### src/rtl/b64enc_pkg.sv
// ----------------------------------------------------------------------------
// b64enc_pkg
// Shared types, constants and the character table of the base64 encoder.
// ----------------------------------------------------------------------------
package b64enc_pkg;

  // Default line length in characters when wrapping is enabled
  localparam int LINE_CHARS_DEF = 76;

  // Most characters one input byte can produce: line feed plus four
  localparam int MAX_CHARS = 5;
  localparam int IDX_W     = $clog2(MAX_CHARS);

  // Depth of the job queue between front and back
  localparam int QUEUE_DEPTH = 2;

  // Fixed character codes
  localparam logic [7:0] CHAR_LF    = 8'h0A;
  localparam logic [7:0] CHAR_PAD   = 8'h3D;
  localparam logic [7:0] CHAR_PLUS  = 8'h2B;
  localparam logic [7:0] CHAR_SLASH = 8'h2F;
  localparam logic [7:0] CHAR_UPPER = 8'h41;
  localparam logic [7:0] CHAR_LOWER = 8'h61;
  localparam logic [7:0] CHAR_DIGIT = 8'h30;

  // Position within the current 3-byte group
  typedef enum logic [2:0] {
    PH_FIRST  = 3'b001,
    PH_SECOND = 3'b010,
    PH_THIRD  = 3'b100
  } phase_t;

  // One byte's worth of output characters, handed from front to back
  typedef struct packed {
    logic [MAX_CHARS-1:0][7:0] chars;
    logic [IDX_W-1:0]          last_idx;
    logic                      last;
  } job_t;

  // Six-bit value to base64 alphabet character
  function automatic logic [7:0] b64_sym(input logic [5:0] v);
    logic [7:0] c;
    if (v < 6'd26) begin
      c = CHAR_UPPER + {2'b00, v};
    end else if (v < 6'd52) begin
      c = CHAR_LOWER + {2'b00, v} - 8'd26;
    end else if (v < 6'd62) begin
      c = CHAR_DIGIT + {2'b00, v} - 8'd52;
    end else if (v == 6'd62) begin
      c = CHAR_PLUS;
    end else begin
      c = CHAR_SLASH;
    end
    return c;
  endfunction

endpackage

### src/rtl/base64_stream_encoder.sv
// ----------------------------------------------------------------------------
// base64_stream_encoder
// Streaming base64 encoder with optional line feeds every LINE_CHARS chars.
//
//   Channel  Signals                          Direction  Moves
//   cfg      cfg_valid cfg_ready wrap_lines   in         wrap enable bit
//   in       in_valid in_stall data_byte      in         one message byte
//            last_byte
//   out      out_valid out_stall out_char     out        one output character
//            last_char
//
// The back end emits one character per cycle while out_stall is low; a byte gives
// 1 to 5 characters (4 per 3 bytes plus line feeds).
// A byte can be taken every cycle while the 2-entry job queue has room.
// A byte's job is registered in the queue before its first character is registered at the output.
// rst is synchronous: clears encoder state, queue, output and wrap enable.
// in_stall follows the queue being full; out_stall only holds the back end.
// ----------------------------------------------------------------------------
module base64_stream_encoder #(
  parameter int LINE_CHARS = b64enc_pkg::LINE_CHARS_DEF
) (
  input  logic       clk,
  input  logic       rst,
  input  logic       cfg_valid,
  output logic       cfg_ready,
  input  logic       wrap_lines,
  input  logic       in_valid,
  output logic       in_stall,
  input  logic [7:0] data_byte,
  input  logic       last_byte,
  output logic       out_valid,
  input  logic       out_stall,
  output logic [7:0] out_char,
  output logic       last_char
);
  import b64enc_pkg::*;

  logic q_full;
  logic push;
  logic pop;
  logic head_valid;
  job_t new_job;
  job_t head_job;

  assign cfg_ready = 1'b1;
  assign in_stall  = q_full;

  // Byte front
  b64enc_front #(
    .LINE_CHARS (LINE_CHARS)
  ) u_front (
    .clk        (clk),
    .rst        (rst),
    .cfg_valid  (cfg_valid),
    .wrap_lines (wrap_lines),
    .in_valid   (in_valid),
    .q_full     (q_full),
    .data_byte  (data_byte),
    .last_byte  (last_byte),
    .push       (push),
    .job        (new_job)
  );

  // Job queue
  b64enc_queue #(
    .DEPTH (QUEUE_DEPTH)
  ) u_queue (
    .clk        (clk),
    .rst        (rst),
    .push       (push),
    .push_job   (new_job),
    .pop        (pop),
    .full       (q_full),
    .head_valid (head_valid),
    .head_job   (head_job)
  );

  // Character back end
  b64enc_back u_back (
    .clk        (clk),
    .rst        (rst),
    .head_valid (head_valid),
    .head_job   (head_job),
    .out_stall  (out_stall),
    .pop        (pop),
    .out_valid  (out_valid),
    .out_char   (out_char),
    .last_char  (last_char)
  );

endmodule

### src/rtl/b64enc_front.sv
// ----------------------------------------------------------------------------
// b64enc_front
// Accepts message bytes, tracks group phase and line fill, and turns each
// byte into a job listing the characters it produces.
// ----------------------------------------------------------------------------
module b64enc_front #(
  parameter int LINE_CHARS = b64enc_pkg::LINE_CHARS_DEF
) (
  input  logic              clk,
  input  logic              rst,
  input  logic              cfg_valid,
  input  logic              wrap_lines,
  input  logic              in_valid,
  input  logic              q_full,
  input  logic [7:0]        data_byte,
  input  logic              last_byte,
  output logic              push,
  output b64enc_pkg::job_t  job
);
  import b64enc_pkg::*;

  localparam int GROUP_LIMIT = (LINE_CHARS + 3) / 4;
  localparam int GOL_W       = $clog2(GROUP_LIMIT + 1);

  logic             wrap_en;
  phase_t           phase, phase_next;
  logic [3:0]       leftover, leftover_next;
  logic [GOL_W-1:0] groups_on_line, groups_on_line_next;
  logic             any_group_done, any_group_done_next;

  logic             feed;
  logic [7:0]       base [MAX_CHARS-1];
  logic [IDX_W-1:0] base_n;

  assign push = in_valid && !q_full;

  // Wrap register
  always_ff @(posedge clk) begin
    if (rst) begin
      wrap_en <= 1'b0;
    end else if (cfg_valid) begin
      wrap_en <= wrap_lines;
    end
  end

  // Characters and next state for the byte on the input
  always_comb begin
    phase_next          = phase;
    leftover_next       = leftover;
    groups_on_line_next = groups_on_line;
    any_group_done_next = any_group_done;
    feed                = 1'b0;
    base_n              = '0;
    for (int i = 0; i < MAX_CHARS - 1; i++) begin
      base[i] = CHAR_PAD;
    end

    case (phase)
      PH_FIRST: begin
        feed = wrap_en && any_group_done &&
               (groups_on_line >= GOL_W'(GROUP_LIMIT));
        if (feed) begin
          groups_on_line_next = '0;
        end
        base[0] = b64_sym(data_byte[7:2]);
        if (last_byte) begin
          base[1] = b64_sym({data_byte[1:0], 4'b0000});
          base_n  = IDX_W'(4);
        end else begin
          base_n        = IDX_W'(1);
          leftover_next = {2'b00, data_byte[1:0]};
          phase_next    = PH_SECOND;
        end
      end
      PH_SECOND: begin
        base[0] = b64_sym({leftover[1:0], data_byte[7:4]});
        if (last_byte) begin
          base[1] = b64_sym({data_byte[3:0], 2'b00});
          base_n  = IDX_W'(3);
        end else begin
          base_n        = IDX_W'(1);
          leftover_next = data_byte[3:0];
          phase_next    = PH_THIRD;
        end
      end
      default: begin
        base[0]             = b64_sym({leftover, data_byte[7:6]});
        base[1]             = b64_sym(data_byte[5:0]);
        base_n              = IDX_W'(2);
        phase_next          = PH_FIRST;
        leftover_next       = '0;
        any_group_done_next = 1'b1;
        if (groups_on_line < GOL_W'(GROUP_LIMIT)) begin
          groups_on_line_next = groups_on_line + GOL_W'(1);
        end
      end
    endcase

    // End of message returns everything to the start
    if (last_byte) begin
      phase_next          = PH_FIRST;
      leftover_next       = '0;
      groups_on_line_next = '0;
      any_group_done_next = 1'b0;
    end
  end

  // Job assembly: a line feed goes in front of the group's characters
  always_comb begin
    job.last = last_byte;
    if (feed) begin
      job.chars[0] = CHAR_LF;
      for (int i = 1; i < MAX_CHARS; i++) begin
        job.chars[i] = base[i-1];
      end
      job.last_idx = base_n;
    end else begin
      for (int i = 0; i < MAX_CHARS - 1; i++) begin
        job.chars[i] = base[i];
      end
      job.chars[MAX_CHARS-1] = CHAR_PAD;
      job.last_idx           = base_n - IDX_W'(1);
    end
  end

  // Encoder state
  always_ff @(posedge clk) begin
    if (rst) begin
      phase          <= PH_FIRST;
      leftover       <= '0;
      groups_on_line <= '0;
      any_group_done <= 1'b0;
    end else if (push) begin
      phase          <= phase_next;
      leftover       <= leftover_next;
      groups_on_line <= groups_on_line_next;
      any_group_done <= any_group_done_next;
    end
  end

endmodule

### src/rtl/b64enc_queue.sv
// ----------------------------------------------------------------------------
// b64enc_queue
// Short job queue decoupling the byte front from the character back.
// ----------------------------------------------------------------------------
module b64enc_queue #(
  parameter int DEPTH = b64enc_pkg::QUEUE_DEPTH
) (
  input  logic              clk,
  input  logic              rst,
  input  logic              push,
  input  b64enc_pkg::job_t  push_job,
  input  logic              pop,
  output logic              full,
  output logic              head_valid,
  output b64enc_pkg::job_t  head_job
);
  import b64enc_pkg::*;

  localparam int PTR_W = (DEPTH > 1) ? $clog2(DEPTH) : 1;
  localparam int CNT_W = $clog2(DEPTH + 1);

  job_t             slots [DEPTH];
  logic [PTR_W-1:0] wr_ptr;
  logic [PTR_W-1:0] rd_ptr;
  logic [CNT_W-1:0] count;
  logic             do_pop;

  assign full       = (count == CNT_W'(DEPTH));
  assign head_valid = (count != '0);
  assign head_job   = slots[rd_ptr];
  assign do_pop     = pop && head_valid;

  // Storage
  always_ff @(posedge clk) begin
    if (push) begin
      slots[wr_ptr] <= push_job;
    end
  end

  // Pointers and fill count
  always_ff @(posedge clk) begin
    if (rst) begin
      wr_ptr <= '0;
      rd_ptr <= '0;
      count  <= '0;
    end else begin
      if (push) begin
        wr_ptr <= (wr_ptr == PTR_W'(DEPTH - 1)) ? '0 : wr_ptr + PTR_W'(1);
      end
      if (do_pop) begin
        rd_ptr <= (rd_ptr == PTR_W'(DEPTH - 1)) ? '0 : rd_ptr + PTR_W'(1);
      end
      case ({push, do_pop})
        2'b10:   count <= count + CNT_W'(1);
        2'b01:   count <= count - CNT_W'(1);
        default: count <= count;
      endcase
    end
  end

endmodule

### src/rtl/b64enc_back.sv
// ----------------------------------------------------------------------------
// b64enc_back
// Walks the head job one character per cycle, while not stalled, into the output register.
// ----------------------------------------------------------------------------
module b64enc_back (
  input  logic              clk,
  input  logic              rst,
  input  logic              head_valid,
  input  b64enc_pkg::job_t  head_job,
  input  logic              out_stall,
  output logic              pop,
  output logic              out_valid,
  output logic [7:0]        out_char,
  output logic              last_char
);
  import b64enc_pkg::*;

  logic [IDX_W-1:0] idx;
  logic             load;
  logic             at_end;

  // Output register free, or being taken this cycle
  assign load   = !out_valid || !out_stall;
  assign at_end = (idx == head_job.last_idx);
  assign pop    = load && head_valid && at_end;

  // Character index within the head job
  always_ff @(posedge clk) begin
    if (rst) begin
      idx       <= '0;
      out_valid <= 1'b0;
    end else if (load) begin
      out_valid <= head_valid;
      if (head_valid) begin
        idx <= at_end ? '0 : idx + IDX_W'(1);
      end
    end
  end

  // Output payload
  always_ff @(posedge clk) begin
    if (load && head_valid) begin
      out_char  <= head_job.chars[idx];
      last_char <= head_job.last && at_end;
    end
  end

endmodule

### config.mk
export PLATFORM = sky130hd
export DESIGN_NAME = base64_stream_encoder
export DESIGN_NICKNAME = d
export VERILOG_FILES = /design/src/rtl/b64enc_pkg.sv /design/src/rtl/base64_stream_encoder.sv /design/src/rtl/b64enc_front.sv /design/src/rtl/b64enc_queue.sv /design/src/rtl/b64enc_back.sv
export SDC_FILE = /design/constraint.sdc
export NUM_CORES = 1
export LEC_CHECK = 0
export ABC_AREA = 1
export BUFFER_PORTS_ARGS = -buffer_cell sky130_fd_sc_hd__buf_2
export CORE_MARGIN = 5
export CORE_UTILIZATION = 65
export DETAILED_ROUTE_END_ITERATION = 8
export PLACE_DENSITY = 0.84
export SYNTH_ARGS = -nofsm -noshare
export SYNTH_HDL_FRONTEND = slang
export SYNTH_SLANG_ARGS = --single-unit
### constraint.sdc
create_clock -name clk -period 6.7 [get_ports clk]
set_input_delay 1.34 -clock clk [delete_from_list [all_inputs] [get_ports clk]]
set_output_delay 1.34 -clock clk [all_outputs]
set_load 0.03 [all_outputs]
After elaboration in Yosys (flattened, before gate mapping)
Memory sizes are Yosys's and may differ from the RTL's. A register that Yosys moved wholly into a read port is not among the register bits. Index checks and enable logic that the tools add are counted.

Bits in registers: 31. Word-level logic and storage cells: 152. Memories: 1. Output and inout port bits: 12. RAM bits: 56. Bits in latches: 0. ROM bits: 0.

Memory list: u_queue.slots (words 2, width 28, rd ports 1, clocked after Yosys merged registers in 1, wr ports 1, line b64enc_queue.sv:22) `job_t slots [DEPTH];`.

Multiplexer cells: 50. Add/sub/neg operators: 37. Eq/ne operators: 13. Reduce and logical (&&, ||, !) cells: 18. $lt $le $gt $ge: 21. Shift-type cells: 0. Div/mod/pow operators: 0. Bitwise operators: 0. Multipliers: 0.

Operators by type and width (count): $mux 8 (21); $add 7x6->8 const A (12); $lt 6x6->1 const B (12); $sub 8x5->8 const B (6); $sub 8x6->8 const B (6); $add 6x6->7 const A (6); $lt 6x5->1 const B (6); $pmux 16 s2 (1); $mux 27 (1); $bmux 8 s3 (1); $eq 6x6->1 const B (4); $mux 3 (7); $mux 5 (3); $pmux 3 s2 (2); $pmux 5 s2 (1); $mux 1 (9); $pmux 4 s2 (1); $logic_and 1x1->1 (7); $add 5x1->5 const B (1); $ge 5x5->1 const B (1); $lt 5x5->1 const B (1); $eq 2x2->1 const B (2); $lt 3x4->1 const B (1); $mux 4 (1); 21 further kinds (26).

Longest topological paths before layout
Gate-level depths: netlist (run 1).

Word-level depth: 8. Gate-level depth with buffers: 14. Gate-level depth less buffers: 13.

By module
Synthesis (run 1) repeated with hierarchy kept, for this count alone.

Cell total of the unflattened synthesis: 885. Area, all modules: 7926.4 um^2.

Modules (own cells, without submodules): b64enc_queue (seq. area each 2742.6 um^2, area each 3616.0 um^2, cells an instance 174, instances 1); b64enc_front (seq. area each 280.3 um^2, area each 3353.2 um^2, cells an instance 582, instances 1); b64enc_back (seq. area each 350.3 um^2, area each 945.9 um^2, cells an instance 127, instances 1); base64_stream_encoder (seq. area each 0.0 um^2, area each 11.3 um^2, cells an instance 2, instances 1).

Least setup slack after synthesis (run 1)
No wires, ideal clock.

Kind: input to register. From: input in_valid. To: memory u_queue.slots[1][0] (netlist name) (enable). Path buffers: 1. Data arrival time: 2.845 ns. Stages on the path: 3. Library setup time: 0.414 ns. Slack: 3.440 ns. Path through: o21ai_1 > buf_2 > nor2_1.

Cells in the longest elaborated chain, start to end: 3.

RTL lines: from (decl) (line base64_stream_encoder.sv:27) `input logic in_valid,`; $logic_and 1x1->1 (line b64enc_front.sv:35) `assign push = in_valid && !q_full;`; $mux 1 (line b64enc_queue.sv:35) `if (push) begin`; $mux 1 (implied by the code) (line b64enc_queue.sv:36) `slots[wr_ptr] <= push_job;`; to (decl) (line b64enc_queue.sv:22).

Every way passes these cells.

==> results_dict.tcl, run 1 <==
set metrics [dict create \
    tritoncts "yes" \
    dp.cells 910 \
    grt_max_degree 30 \
    cts_sinks 88 \
    clk_pin_slew_ns 0.09 \
    outcome "complete, no violations" \
    routed_wl_microns 16000 \
    fmax_mhz 292.5 \
    finalHoldViolations 0 \
    cts_made_buffers 9 \
    antenna_found_initial 0 \
    leakagePower_nw 2.716 \
    hpwlAfterDp_microns 12060 \
    gp_congestion 1.014 \
    path_cells "buf_2 > inv_1 > ha_1 > nand2_1 > nand2_1 > a21oi_1 > inv_1 > nand4_1 > nand2_1 > nand2_1 > nand2_1" \
    max_stage_delay_ns 0.59 \
    fp.dieH_microns 106.7 \
    drc 0 \
    critPathKind "input port to flip-flop" \
    worstHoldStart "u_front.any_group_done" \
    drive_gt1_frac 0.09202 \
    setup_viol 0 \
    synth_cells 800 \
    postCtsSetupBuffers 0 \
    cp_num_buf_inv 3 \
    h-tree-depth 3 \
    coreArea_sq_um 9196 \
    fin_util 0.6935 \
    instances_no_fill 926 \
    dp_slack_ns 3.013 \
    cp_common_cell "nand2_1" \
    grt_pass1_vias 5237 \
    avgSynthCellArea_sq_um 7.603 \
    grt_usage 0.2862 \
    ctsHoldBuffers 0 \
    final_area_sq_um 6377 \
    cp.required_ns 6.77 \
    cts.path.max_buffers 2 \
    ios 27 \
    grt_pass1_wl_microns 26010 \
    die-area_sq_um 11390 \
    via_count 5644 \
    ys.flop_type "edfxtp_1" \
    tightest_slew_ns 1.145 \
    ff2ff_path_depth 8 \
    cp_slowest_cell "a21oi_1" \
    period_minus_slack_ns 3.418 \
    ant_nets 0 \
    placed_area_sq_um 6197 \
    finalNetCount 858 \
    min_path_cells 2 \
    drtIter0Drc 456 \
    rsz0062_at_grt "no" \
    diodes 0 \
    ys_seq_area_frac 0.3966 \
    min_to "u_front.any_group_done" \
    ctsResizeCount 0 \
    crit_path_max_fanout 13 \
    start_util 0.6614 \
    setup_tns_ns 0 \
    vias_per_cell 6.095 \
    drv_cap 0 \
    first_pass_iters 5 \
    setup_ws_ns 3.282 \
    synth_edf_count 65 \
    period_share 0.5102 \
    ys_types 43 \
    io_buffers 25 \
    r2r-end "u_queue.slots[0][18]" \
    rows 35 \
    insertion_delay_ns 0.35 \
    crit_path_end_kind "flip-flop" \
    reg2reg_from "u_front.phase[1]" \
    critPathLaunchType "input port" \
    cp.arrival_ns 3.49 \
    peakVddDrop_v 0.0001517 \
    slew_headroom 0.2314 \
    async_reset_ff_frac 0 \
    reg2reg_slack_ns 3.86 \
    drv_slew 0 \
    wire_per_inst_microns 17.28 \
    critical-path-top-delay-family "buffers and inverters" \
    p_per_area_nw_per_um2 247.1 \
    area_growth_pct 4.855 \
    yosys_warnings 0 \
    synth_seq_cells 88 \
    die_x_microns 106.7 \
    cts-root-buf "clkbuf_8" \
    hold_class "flip-flop to flip-flop" \
    skew_ns 0.01936 \
    synth_area_sq_um 6082 \
    gr-total-overflow 0 \
]
==> sequential cells by signal, indices dropped and copies added (netlist names), 2 cells and up, named ones only <==
signal / count
u_queue.slots: 56
u_front.phase: 3
u_front.leftover: 4
u_front.groups_on_line: 5
u_back.idx: 3
u_queue.count: 2
u_back.out_char: 8
==> logic make-up after synthesis <==
family,Yosys count,share of synthesized area
xor gates and xnor gates,18,0.02592
and+or+nand+nor,386,0.2827
adders and majority gates,33,0.06789
AOI/OAI and AO/OA,155,0.1413
DFF,88,0.3966
other,2,0.001235
buffers and inverters,118,0.08435
==> power by group <==
part | internal (mW) | leakage, nW | switching (mW) | total [mW]
clock | 0.161 | 0.0963 | 0.171 | 0.332
combinational | 0.146 | 1.84 | 0.370 | 0.515
sequential | 0.689 | 0.776 | 0.0387 | 0.728
total | 0.996 | 2.72 | 0.580 | 1.58
==> how the worst max path moves through the flow <==
| stage | from | slack, ns | depth (start not counted) | to |
|---|---|---|---|---|
| 3_5_place_dp | data_byte[2] | 3.01 | 11 | u_queue.slots[0][22] |
| 6_report | data_byte[2] | 3.28 | 11 | u_queue.slots[1][22] |
| 4_1_cts | data_byte[2] | 3.37 | 11 | u_queue.slots[1][22] |
| 3_3_place_gp | data_byte[2] | 3.10 | 11 | u_queue.slots[0][17] |
| 5_1_grt | data_byte[6] | 3.12 | 12 | u_queue.slots[1][8] |
| 2_1_floorplan | in_valid | 3.44 | 3 | u_queue.slots[1][0] |
==> layout by cell type (no fill, tap or decap), types with 4 or more instances in the layout <==
cell type    n
a21oi_1     49
buf_2       25
clkbuf_8     9
conb_1       5
dfxtp_1     23
edfxtp_1    65
ha_1        33
inv_1       74
inv_2       10
nand2_1    185
nand2_2      6
nand3_1     89
nand3_2      4
nand4_1     18
nor2_1      66
o211ai_1    14
o21ai_0     64
o21ai_1     10
o22ai_1      8
xor2_1      16
==> synthesized netlist by cell type, types with 2 or more instances <==
library cell / count / area share
clkbuf_1: 9 / 0.0056
a211oi_2: 2 / 0.0041
o211ai_1: 14 / 0.017
or2_2: 2 / 0.0021
nand4_1: 18 / 0.019
nand3_2: 4 / 0.0066
or2_1: 3 / 0.0031
buf_2: 12 / 0.0099
buf_4: 8 / 0.0099
conb_1: 2 / 0.0012
nand2_2: 6 / 0.0062
nand2_1: 185 / 0.11
inv_2: 10 / 0.0062
o21ai_1: 10 / 0.0082
a21oi_1: 49 / 0.040
dfxtp_1: 23 / 0.076
xor2_1: 16 / 0.023
nor2_1: 68 / 0.042
o31ai_1: 2 / 0.0025
xnor2_1: 2 / 0.0029
inv_1: 74 / 0.046
o21ai_0: 64 / 0.053
nand3_1: 89 / 0.073
buf_6: 3 / 0.0056
nor3_1: 3 / 0.0025
o22ai_1: 8 / 0.0082
nor2_8: 2 / 0.0066
edfxtp_1: 65 / 0.32
ha_1: 33 / 0.068
==> per-layer routing <==
layer  vias up  GRT usage  wire length [microns]
met2       268     0.4910                   7756
met4         0     0.1196                    465
met5         -          0                      0
li1       2730          -                      -
met1      2603     0.3633                   6628
met3        43    0.03853                   1148
==> through the flow <==
stage,hold WS [ns],power [mW]
floorplan,0.4399,1.114
global placement,0.4523,1.228
detailed placement,0.4661,1.246
CTS,0.4790,1.569
global route,0.4971,1.670
finish,0.4791,1.576
==> worst register-to-register path: cells and delay by family (launching register included) <==
kind | cells | cell delay (ns)
AOI/OAI and AO/OA | 1 | 0.18
buffers and inverters | 2 | 0.51
DFF | 1 | 0.35
and+or+nand+nor | 5 | 1.55
==> layout make-up <==
type / instances / area [sq um]
Multi-Input combinational cell: 597 / 3173
Fill cell: 757 / 2819
Sequential cell: 88 / 2412
Inverter: 86 / 325.3
Clock buffer: 13 / 163.9
Timing Repair Buffer: 28 / 147.6
Tap cell: 111 / 138.9
Clock inverter: 3 / 16.27
No activity file was read; power rests on OpenSTA's default activity.
==> run 2: changes to the inputs <==
ABC_AREA = 0   (was 1)
CORE_UTILIZATION = 63   (was 65)
PLACE_DENSITY = 0.81   (was 0.84)
clock period = 3.5 ns   (was 6.7 ns; I/O delays follow)
==> results_dict.tcl, run 2 <==
set metrics [dict create \
    diodes 0 \
    routed_wl_microns 14650 \
    io_buffers 25 \
    rsz0062_at_grt "no" \
    final_area_sq_um 6311 \
    slew_headroom 0.4410 \
    cts.path.max_buffers 2 \
    yosysTopAreaCellShare 0.3279 \
    crit_start "data_byte[7]" \
    period_share 0.8058 \
    placed_area_sq_um 6132 \
    path_cells "buf_2 > ha_1 > nand2b_1 > o21ai_1 > a21oi_1 > o21ai_0 > o311ai_0 > a221oi_1" \
    reg_top3 "u_queue.slots (56), u_back.out_char (8), u_front.groups_on_line (5)" \
    antenna_found_initial 0 \
    peakVddDrop_v 0.0002520 \
    outcome "complete, no violations" \
    hold_ws_ns 0.4841 \
    drtIter0Drc 557 \
    drv_slew 0 \
    via_count 4940 \
    crit_path_max_fanout 15 \
    coreArea_sq_um 9240 \
    synth_seq_cells 88 \
    fp.dieH_microns 107.2 \
    ys_seq_area_frac 0.4053 \
    synth.most_common_cell "edfxtp_1" \
    period_minus_slack_ns 2.820 \
    hold_class "flip-flop to flip-flop" \
    gr-total-overflow 0 \
    finalHoldViolations 0 \
    layout_common_cells "edfxtp_1 (65), nor2_1 (56), nand2_1 (48), a21oi_1 (44), ha_1 (33)" \
    netlist_top_cells_area "edfxtp_1 (33%), dfxtp_1 (7.7%), ha_1 (6.9%), xnor2_1 (3.8%), a21oi_1 (3.7%)" \
    p_per_area_nw_per_um2 471.6 \
    cts-root-buf "clkbuf_8" \
    ctsHoldBuffers 0 \
    fmax_mhz 354.6 \
    rows 35 \
    cp_slowest_cell "ha_1" \
    setup_tns_ns 0 \
    cts_sinks 88 \
    synth_area_sq_um 5952 \
    async_reset_ff_frac 0 \
    setup_viol 0 \
    h-tree-depth 3 \
    grt_pass1_wl_microns 24020 \
    drc 0 \
    max_stage_delay_ns 0.55 \
    grt_usage 0.2656 \
    critPathKind "input port to flip-flop" \
    start_util 0.6441 \
    die-area_sq_um 11490 \
    ys_types 71 \
    grt_max_degree 29 \
    register_area_sq_um 2412 \
    ys.flop_type "edfxtp_1" \
    layout_commonest_cell "edfxtp_1" \
    regMostFlops "u_queue.slots" \
    fillers 729 \
    multi_input_area_sq_um 3268 \
    gp_congestion 0.9520 \
    drive_gt1_frac 0.1399 \
    tightest_slew_ns 0.8375 \
    grt_pass1_vias 4704 \
    synth_common_cells "edfxtp_1 (65), nor2_1 (57), nand2_1 (48)" \
    synth_edf_count 65 \
    hpwlAfterDp_microns 10790 \
    largest_register_ffs 56 \
    ant_nets 0 \
    drv_cap 0 \
    leakagePower_nw 2.225 \
    skew_ns 0.01473 \
    wire_per_inst_microns 19.16 \
    finalNetCount 679 \
    yosys_warnings 0 \
    insertion_delay_ns 0.35 \
    ctsResizeCount 0 \
    reg2reg_from "u_front.phase[0]" \
    postCtsSetupBuffers 0 \
    cp.required_ns 3.62 \
    cts_made_buffers 9 \
    worstHoldStart "u_back.out_valid" \
    ios 27 \
    critPathLaunchType "input port" \
    first_pass_iters 6 \
    avgSynthCellArea_sq_um 9.584 \
    synth_cells 621 \
    die_x_microns 107.2 \
    tritoncts "yes" \
    synth_area_leader_cell "edfxtp_1" \
    cp.arrival_ns 2.94 \
    vias_per_cell 6.458 \
    crit_path_end_kind "flip-flop" \
    clk_pin_slew_ns 0.09 \
    area_growth_pct 6.033 \
]
-- run 2: cell count changes after synthesis, sizes merged, moves of 14 or more --
cell,delta
xnor2,+24
nand2b,+16
nand4,-14
o21ai,-43
nand3,-68
inv,-65
nand2,-142
-- run 2: final timing paths --
kind | to | slack, ns | depth (start not counted)
worst max register to register | u_queue.slots[1][14] | 0.84 | 4
worst max-delay path | u_queue.slots[0][8] | 0.68 | 8
worst min register to register | u_back.out_valid | 0.48 | 2
worst min-delay path | u_back.out_valid | 0.48 | 2
-- run 2: cell families (layout without fill, tap and decap cells) --
| group | Yosys count | count (layout) | share of synthesized area |
|---|---|---|---|
| and+or+nand+nor | 211 | 211 | 0.1787 |
| other | 2 | 5 | 0.001262 |
| DFF | 88 | 88 | 0.4053 |
| AOI/OAI and AO/OA | 169 | 169 | 0.1898 |
| xor gates and xnor gates | 31 | 31 | 0.04562 |
| muxes | 26 | 26 | 0.06201 |
| adders and majority gates | 33 | 33 | 0.06937 |
| buffers and inverters | 61 | 73 | 0.04793 |
-- run 2: through the flow --
stage	utilization	setup WS, ns	power, mW	std cells
2_1_floorplan	-	0.6529	2.120	624
5_1_grt	0.6830	0.5376	3.137	765
4_1_cts	0.6830	0.7723	2.980	765
6_report	0.6830	0.6797	2.976	765
3_5_place_dp	0.6636	0.4113	2.356	749
3_3_place_gp	0.6636	0.4359	2.331	749
-- run 2: cell type report --
type | count | area share
Clock inverter | 6 | 0.008128
Tap cell | 129 | 0.02557
Inverter | 20 | 0.01190
Clock buffer | 10 | 0.02022
Sequential cell | 88 | 0.3822
Multi-Input combinational cell | 475 | 0.5178
Timing Repair Buffer | 37 | 0.03410
-- run 2: critical path, delay by kind of cell --
family	cells	cell delay (ns)
buf+inv	1	0.28
simple gates	1	0.30
compound gates	5	1.10
fa+ha+maj	1	0.55
-- run 2: per-layer routing --
layer  routed length, microns  global-route usage  up-vias  share of wire
met2                     7148              0.4428      228           0.49
met1                     6112              0.3531     2351           0.42
li1                         -                   -     2335              -
met3                     1037             0.04335       26          0.071
met4                      356             0.08676        0          0.024
met5                        0                   0        -              0
-- run 2: report_power, final --
| group | internal, mW | switching [mW] | leakage (nW) |
|---|---|---|---|
| Combinational | 0.334 | 0.596 | 1.36 |
| Sequential | 1.33 | 0.0802 | 0.773 |
| Clock | 0.268 | 0.366 | 0.0893 |
